File: config.mk
export PLATFORM = sky130hd
export DESIGN_NAME = aff2d_oper
export DESIGN_NICKNAME = d
export VERILOG_FILES = /design/src/hw/rtl/aff2d_pkg.sv /design/src/hw/rtl/aff2d_oper.sv
export SDC_FILE = /design/constraint.sdc
export NUM_CORES = 1
export LEC_CHECK = 0
export ABC_CLOCK_PERIOD_IN_PS = 9900
export BUFFER_PORTS_ARGS = -buffer_cell sky130_fd_sc_hd__buf_2
export CAP_MARGIN = 20
export CORE_MARGIN = 2
export CORE_UTILIZATION = 40
export CTS_BUF_LIST = sky130_fd_sc_hd__clkbuf_8
export CTS_CLUSTER_DIAMETER = 80
export DETAILED_ROUTE_END_ITERATION = 16
export PLACE_DENSITY = 0.65
export SLEW_MARGIN = 10
export SYNTH_ARGS = -nofsm -noshare
export SYNTH_HDL_FRONTEND = slang
export SYNTH_SLANG_ARGS = --single-unit
File: constraint.sdc
create_clock -name i_clk -period 9.9 [get_ports i_clk]
set_clock_uncertainty 0.1 [all_clocks]
set_input_delay 2.475 -clock i_clk [delete_from_list [all_inputs] [get_ports i_clk]]
set_output_delay 2.475 -clock i_clk [all_outputs]
set_load 0.01 [all_outputs]
File: src/hw/rtl/aff2d_pkg.sv
`timescale 1ns / 1ps
`default_nettype none
// ----------------------------------------------------------------------------
// aff2d_pkg
// Shared types, codes and constants of the 2D affine vertex transform.
// ----------------------------------------------------------------------------
package aff2d_pkg;

    // Coordinate and register formats
    localparam int COORD_W    = 32;
    localparam int MODE_W     = 4;
    localparam int ANGLE_W    = 16;
    localparam int CFG_IDX_W  = 3;
    localparam int CFG_DATA_W = 32;

    localparam logic signed [COORD_W-1:0] COORD_MAX = 32'sh7FFF_FFFF;
    localparam logic signed [COORD_W-1:0] COORD_MIN = 32'sh8000_0000;

    // Cosine and sine: signed Q2.16
    localparam int TRIG_W    = 18;
    localparam int TRIG_FRAC = 16;
    localparam int TRIG_ONE  = 65536;

    // Datapath operand widths
    localparam int OPA_W  = COORD_W + 1;
    localparam int OPB_W  = COORD_W;
    localparam int BASE_W = COORD_W + 1;
    localparam int PROD_W = OPA_W + OPB_W;
    localparam int SUM_W  = PROD_W + 1;

    // CORDIC constants; angles in 1/64 degree
    localparam int DEG360           = 23040;
    localparam int DEG180           = 11520;
    localparam int DEG90            = 5760;
    localparam int CORDIC_X_W       = 34;
    localparam int CORDIC_Z_W       = 25;
    localparam int CORDIC_GAIN      = 652032874;
    localparam int CORDIC_ZSCALE_SH = 10;
    localparam int CORDIC_OUT_SH    = 14;
    localparam int ATAN_IDX_W       = 5;

    typedef enum logic [MODE_W-1:0] {
        MODE_SCALE     = 4'd0,
        MODE_TRANSLATE = 4'd1,
        MODE_ROTATE    = 4'd2,
        MODE_REFL_X    = 4'd3,
        MODE_REFL_Y    = 4'd4,
        MODE_REFL_ORG  = 4'd5,
        MODE_REFL_DIAG = 4'd6,
        MODE_REFL_ANTI = 4'd7,
        MODE_XSHEAR    = 4'd8,
        MODE_YSHEAR    = 4'd9
    } t_mode;

    typedef enum logic [CFG_IDX_W-1:0] {
        CFG_MODE    = 3'd0,
        CFG_PARAM_X = 3'd1,
        CFG_PARAM_Y = 3'd2,
        CFG_ANGLE   = 3'd3
    } t_cfg_idx;

    typedef enum logic [1:0] {
        TRIG_IDLE,
        TRIG_RUN,
        TRIG_DONE
    } t_trig_state;

    // Per-coordinate operands: result = base + round(a1*b1 + a2*b2)
    typedef struct packed {
        logic signed [OPA_W-1:0]  a1;
        logic signed [OPB_W-1:0]  b1;
        logic signed [OPA_W-1:0]  a2;
        logic signed [OPB_W-1:0]  b2;
        logic signed [BASE_W-1:0] base;
        logic                     rot;
    } t_lane_op;

    // Load enables of the lane stages
    typedef struct packed {
        logic s2;
        logic s3;
        logic s4;
    } t_stage_en;

    // atan(2^-i) in units of 2^-16 degree
    function automatic logic [CORDIC_Z_W-1:0] atan_entry(input logic [ATAN_IDX_W-1:0] idx);
        logic [CORDIC_Z_W-1:0] v;
        case (idx)
            5'd0:    v = 25'd2949120;
            5'd1:    v = 25'd1740967;
            5'd2:    v = 25'd919879;
            5'd3:    v = 25'd466945;
            5'd4:    v = 25'd234379;
            5'd5:    v = 25'd117304;
            5'd6:    v = 25'd58666;
            5'd7:    v = 25'd29335;
            5'd8:    v = 25'd14668;
            5'd9:    v = 25'd7334;
            5'd10:   v = 25'd3667;
            5'd11:   v = 25'd1833;
            5'd12:   v = 25'd917;
            5'd13:   v = 25'd458;
            5'd14:   v = 25'd229;
            5'd15:   v = 25'd115;
            5'd16:   v = 25'd57;
            5'd17:   v = 25'd29;
            5'd18:   v = 25'd14;
            5'd19:   v = 25'd7;
            5'd20:   v = 25'd4;
            5'd21:   v = 25'd2;
            5'd22:   v = 25'd1;
            default: v = 25'd0;
        endcase
        return v;
    endfunction

endpackage
`default_nettype wire

File: src/hw/rtl/aff2d_oper.sv
`timescale 1ns / 1ps
`default_nettype none
// ----------------------------------------------------------------------------
// aff2d_oper
// First stage: form multiplier operands and base term of both lanes by mode.
// ----------------------------------------------------------------------------
module aff2d_oper (
    input  logic                                   i_clk,
    input  logic                                   i_en,
    input  logic signed [aff2d_pkg::COORD_W-1:0]   i_x,
    input  logic signed [aff2d_pkg::COORD_W-1:0]   i_y,
    input  logic [aff2d_pkg::MODE_W-1:0]           i_mode,
    input  logic signed [aff2d_pkg::COORD_W-1:0]   i_px,
    input  logic signed [aff2d_pkg::COORD_W-1:0]   i_py,
    input  logic signed [aff2d_pkg::TRIG_W-1:0]    i_cos,
    input  logic signed [aff2d_pkg::TRIG_W-1:0]    i_sin,
    output aff2d_pkg::t_lane_op                    o_op_x,
    output aff2d_pkg::t_lane_op                    o_op_y
);
    localparam int BW = aff2d_pkg::BASE_W;
    localparam int OB = aff2d_pkg::OPB_W;

    logic signed [BW-1:0] xe, ye, pxe, pye, dx, dy;
    logic signed [OB-1:0] cosb, sinb;
    aff2d_pkg::t_lane_op  n_op_x, n_op_y, r_op_x, r_op_y;

    assign xe   = BW'(i_x);
    assign ye   = BW'(i_y);
    assign pxe  = BW'(i_px);
    assign pye  = BW'(i_py);
    assign dx   = xe - pxe;
    assign dy   = ye - pye;
    assign cosb = OB'(i_cos);
    assign sinb = OB'(i_sin);

    always_comb begin
        n_op_x.a1   = '0;
        n_op_x.b1   = '0;
        n_op_x.a2   = '0;
        n_op_x.b2   = '0;
        n_op_x.base = xe;
        n_op_x.rot  = 1'b0;
        n_op_y.a1   = '0;
        n_op_y.b1   = '0;
        n_op_y.a2   = '0;
        n_op_y.b2   = '0;
        n_op_y.base = ye;
        n_op_y.rot  = 1'b0;
        case (aff2d_pkg::t_mode'(i_mode))
            aff2d_pkg::MODE_SCALE: begin
                n_op_x.a1   = xe;
                n_op_x.b1   = i_px;
                n_op_x.base = '0;
                n_op_y.a1   = ye;
                n_op_y.b1   = i_py;
                n_op_y.base = '0;
            end
            aff2d_pkg::MODE_TRANSLATE: begin
                n_op_x.base = xe + pxe;
                n_op_y.base = ye + pye;
            end
            aff2d_pkg::MODE_ROTATE: begin
                n_op_x.a1   = dx;
                n_op_x.b1   = cosb;
                n_op_x.a2   = dy;
                n_op_x.b2   = -sinb;
                n_op_x.base = pxe;
                n_op_x.rot  = 1'b1;
                n_op_y.a1   = dx;
                n_op_y.b1   = sinb;
                n_op_y.a2   = dy;
                n_op_y.b2   = cosb;
                n_op_y.base = pye;
                n_op_y.rot  = 1'b1;
            end
            aff2d_pkg::MODE_REFL_X: begin
                n_op_y.base = -ye;
            end
            aff2d_pkg::MODE_REFL_Y: begin
                n_op_x.base = -xe;
            end
            aff2d_pkg::MODE_REFL_ORG: begin
                n_op_x.base = -xe;
                n_op_y.base = -ye;
            end
            aff2d_pkg::MODE_REFL_DIAG: begin
                n_op_x.base = ye;
                n_op_y.base = xe;
            end
            aff2d_pkg::MODE_REFL_ANTI: begin
                n_op_x.base = -ye;
                n_op_y.base = -xe;
            end
            aff2d_pkg::MODE_XSHEAR: begin
                n_op_x.a1 = ye;
                n_op_x.b1 = i_px;
            end
            aff2d_pkg::MODE_YSHEAR: begin
                n_op_y.a1 = xe;
                n_op_y.b1 = i_py;
            end
            default: begin
            end
        endcase
    end

    always_ff @(posedge i_clk) begin
        if (i_en) begin
            r_op_x <= n_op_x;
            r_op_y <= n_op_y;
        end
    end

    assign o_op_x = r_op_x;
    assign o_op_y = r_op_y;

endmodule
`default_nettype wire

==> results by group <==
Status
  • Outcome: finished, final reports clean

Die
  • Starting density of the core: roughly two fifths
  • Die H: about 240 microns
  • Die area: 56,600 sq um
  • Core Area: approximately 54,000 sq um
  • Die Wd: approximately 240 microns
  • # rows: 85
  • I/O pin cnt: 498

Critical path
  • Startpoint types: input port
  • CP Max Fanout: 8
  • Crit path DAT: slightly above 6000 ps
  • Worst Setup End Kind: flop
  • WS Path Type: input port to flop
  • Req. time, crit path: 10,180 ps

STA
  • Setup TNS: 0 ps
  • RSZ-0062 raised after global routing: false
  • Max-slew violations: 0
  • Setup WS post-layout: roughly 4000 ps
  • Tcrit/Tclk final: 59.0%
  • Worst hold margin: 2040 ps
  • Tmin final: about 5800 ps
  • Setup violators final: 0
  • Worst slew pin tran: roughly 1000 ps
  • Slew headroom: 32.8%
  • Final Hold Viols: 0
  • Fmax: between 150 and 200 MHz

Routing
  • Initial DRC count: approximately 1.8k
  • Detailed Routing Iterations Pass 1: 6
  • DRC: 0
  • DRT antenna net count: 0
  • Number of vias per cell: a little over 6
  • Via Count: between 20k and 25k
  • Wire per inst: roughly 25 microns
  • Routed WL: roughly 86,000 microns

Synth
  • Cell variety after synth: 78
  • Syn. warnings: 0
  • Mapped Nets: ~2.7k
  • Seq/Total Area, Yosys: about two fifths
  • Syn avg cell area: ~9.2 sq um
  • Post-synth EDFFs: between 200 and 300
  • Synth Cell Area: ~22,000 sq um
  • Synth Instances: roughly 2.4k
  • Async SR Flop Fraction: 0%
  • Flops & latches, synth: 280
  • Post-synth top flop: edfxtp_1

Cells and area
  • Nets@finish: ~3k
  • Syn-to-layout area delta: 16.4%
  • Filler cells: 5,166
  • Proportion of layout cells with a drive suffix above 1: around a quarter

Clock network
  • Post-CTS Resized: 0
  • Cts hold-fix bufs: 0
  • Reg clk slew, reported paths: 70 ps
  • Setup Fix Bufs, Post-CTS: 0
  • Clock buffer count from CTS: 52
  • TritonCTS clock tree: built
  • CTS root buf: clkbuf_8
  • H-tree levels: 2
  • Clock tree buffer depth: 3
  • Clk sink count: 280

Placed design
  • Gpl congestion: between 0.9 and 1
  • Dpl ws: approximately 3400 ps
  • Port buffer count: 497
  • Detail Placement HPWL: 64,200 microns

Power
  • Worst VDD drop: 0.107 mV
  • Pwr/cell area: roughly 140 nW/um^2
  • Overall Power: roughly 3.6 mW
  • Leakage: 10.9 nW

Global routing
  • First-pass GRT wire length: 125,000 microns
  • GR Overflow Total: 0
  • Largest net degree at the start of global routing: a little under 100
  • GRT Overall Usage: approximately 29%
  • Vias in the first global route: 20.0k
  • Initial antenna violation count: 6

Worst hold path
  • Tightest Hold Check Type: input port to flop
  • Min-Delay Endpoint: o_op_y[42]
  • Min-delay src: i_cos[8]
  • Hold Path Stages: 2

Flow run
  • Max_cap viols: 0
==> layer usage <==
layer / GRT usage, % / share of wire, % / vias up
met5: 0 / 0.030 / -
met4: 8.46 / 2.5 / 4
met3: 5.61 / 8.8 / 117
met2: 44.9 / 44 / 1100
met1: 41.3 / 44 / 10200
li1: - / - / 9486
==> worst max-delay path by stage <==
stage	startpoint	endpoint	cells after the start
after floorplan	i_x[3]	o_op_y[22]	10
after global placement	i_x[1]	o_op_y[29]	11
after detailed placement	i_x[1]	o_op_y[29]	11
after CTS	i_x[1]	o_op_y[29]	11
after global routing	i_x[1]	o_op_y[29]	11
final	i_x[1]	o_op_y[29]	11
==> cell usage after synthesis (35+ instances only) <==
cell / n / share of area, %
clkbuf_1: 174 / 3.0
a221oi_1: 50 / 2.0
nor2_1: 250 / 4.3
a221o_1: 55 / 2.5
nand2_1: 128 / 2.2
a21o_1: 85 / 2.9
inv_1: 127 / 2.2
xor2_1: 59 / 2.4
edfxtp_1: 280 / 38
nor3_1: 75 / 1.7
a21oi_1: 149 / 3.4
o21ai_0: 92 / 2.1
xnor2_1: 118 / 4.7
ha_1: 131 / 7.5
buf_4: 48 / 1.6
and3_1: 35 / 1.0
==> report_power, final <==
part           switching, mW  internal [mW]  total, mW
clock network          0.543          0.651       1.19
registers             0.0389           1.41       1.45
logic                  0.635          0.352      0.987
==> cell families (layout without fill, tap and decap cells) <==
group	Yosys count	in the layout	share of synthesized area, %
XOR/XNOR	177	177	7.09
flip-flops	280	280	38.4
adder cells (fa/ha/maj)	135	135	7.86
other	0	3	0
multiplexers	14	14	0.658
AND/OR/NAND/NOR	684	684	15.1
AO/OA/AOI/OAI	724	724	23.6
buffers and inverters	373	745	7.32
==> layout make-up <==
cell class | count | area [sq um] | share of cell area [%]
flip-flops and latches | 280 | 8410 | 33.0
diodes | 3 | 7.51 | 0.0295
well taps | 696 | 871 | 3.42
clock buffers | 52 | 716 | 2.81
inverters | 129 | 484 | 1.90
multi-input cells | 1734 | 11900 | 46.8
repair buffers | 523 | 2690 | 10.6
clock inverters | 41 | 352 | 1.38
==> sequential cells by signal, summed over array words and instances (netlist names) <==
name and cells:
o_op_x 130, o_op_y 150
==> through the flow <==
step	util, %	cell area (sq um)	instances
4_1_cts	47.2	25400	3455
2_1_floorplan	-	21900	2387
5_1_grt	47.2	25400	3458
6_report	47.2	25400	3458
3_3_place_gp	45.2	24400	3362
3_5_place_dp	45.2	24400	3362
==> layout by cell type, fill, tap and decap left out, drive strengths merged, types with 35 or more instances in the layout <==
master	instances
a221o	55
ha	131
buf	523
nand2	128
edfxtp	280
nor3	75
xor2	59
a221oi	51
xnor2	118
a21oi	149
and3	35
inv	140
o21ai	94
nor2	250
a21o	85
clkbuf	52
==> worst max-delay path, cell delays in order <==
cell	delay (ps)
buf_2	160
inv_1	190
ha_1	240
nor3b_1	470
nand3_1	400
or4_1	660
or3_1	390
xor2_1	170
a221o_1	410
a2111oi_0	420
nor3_1	110
No activity file was read; power rests on OpenSTA's default activity.
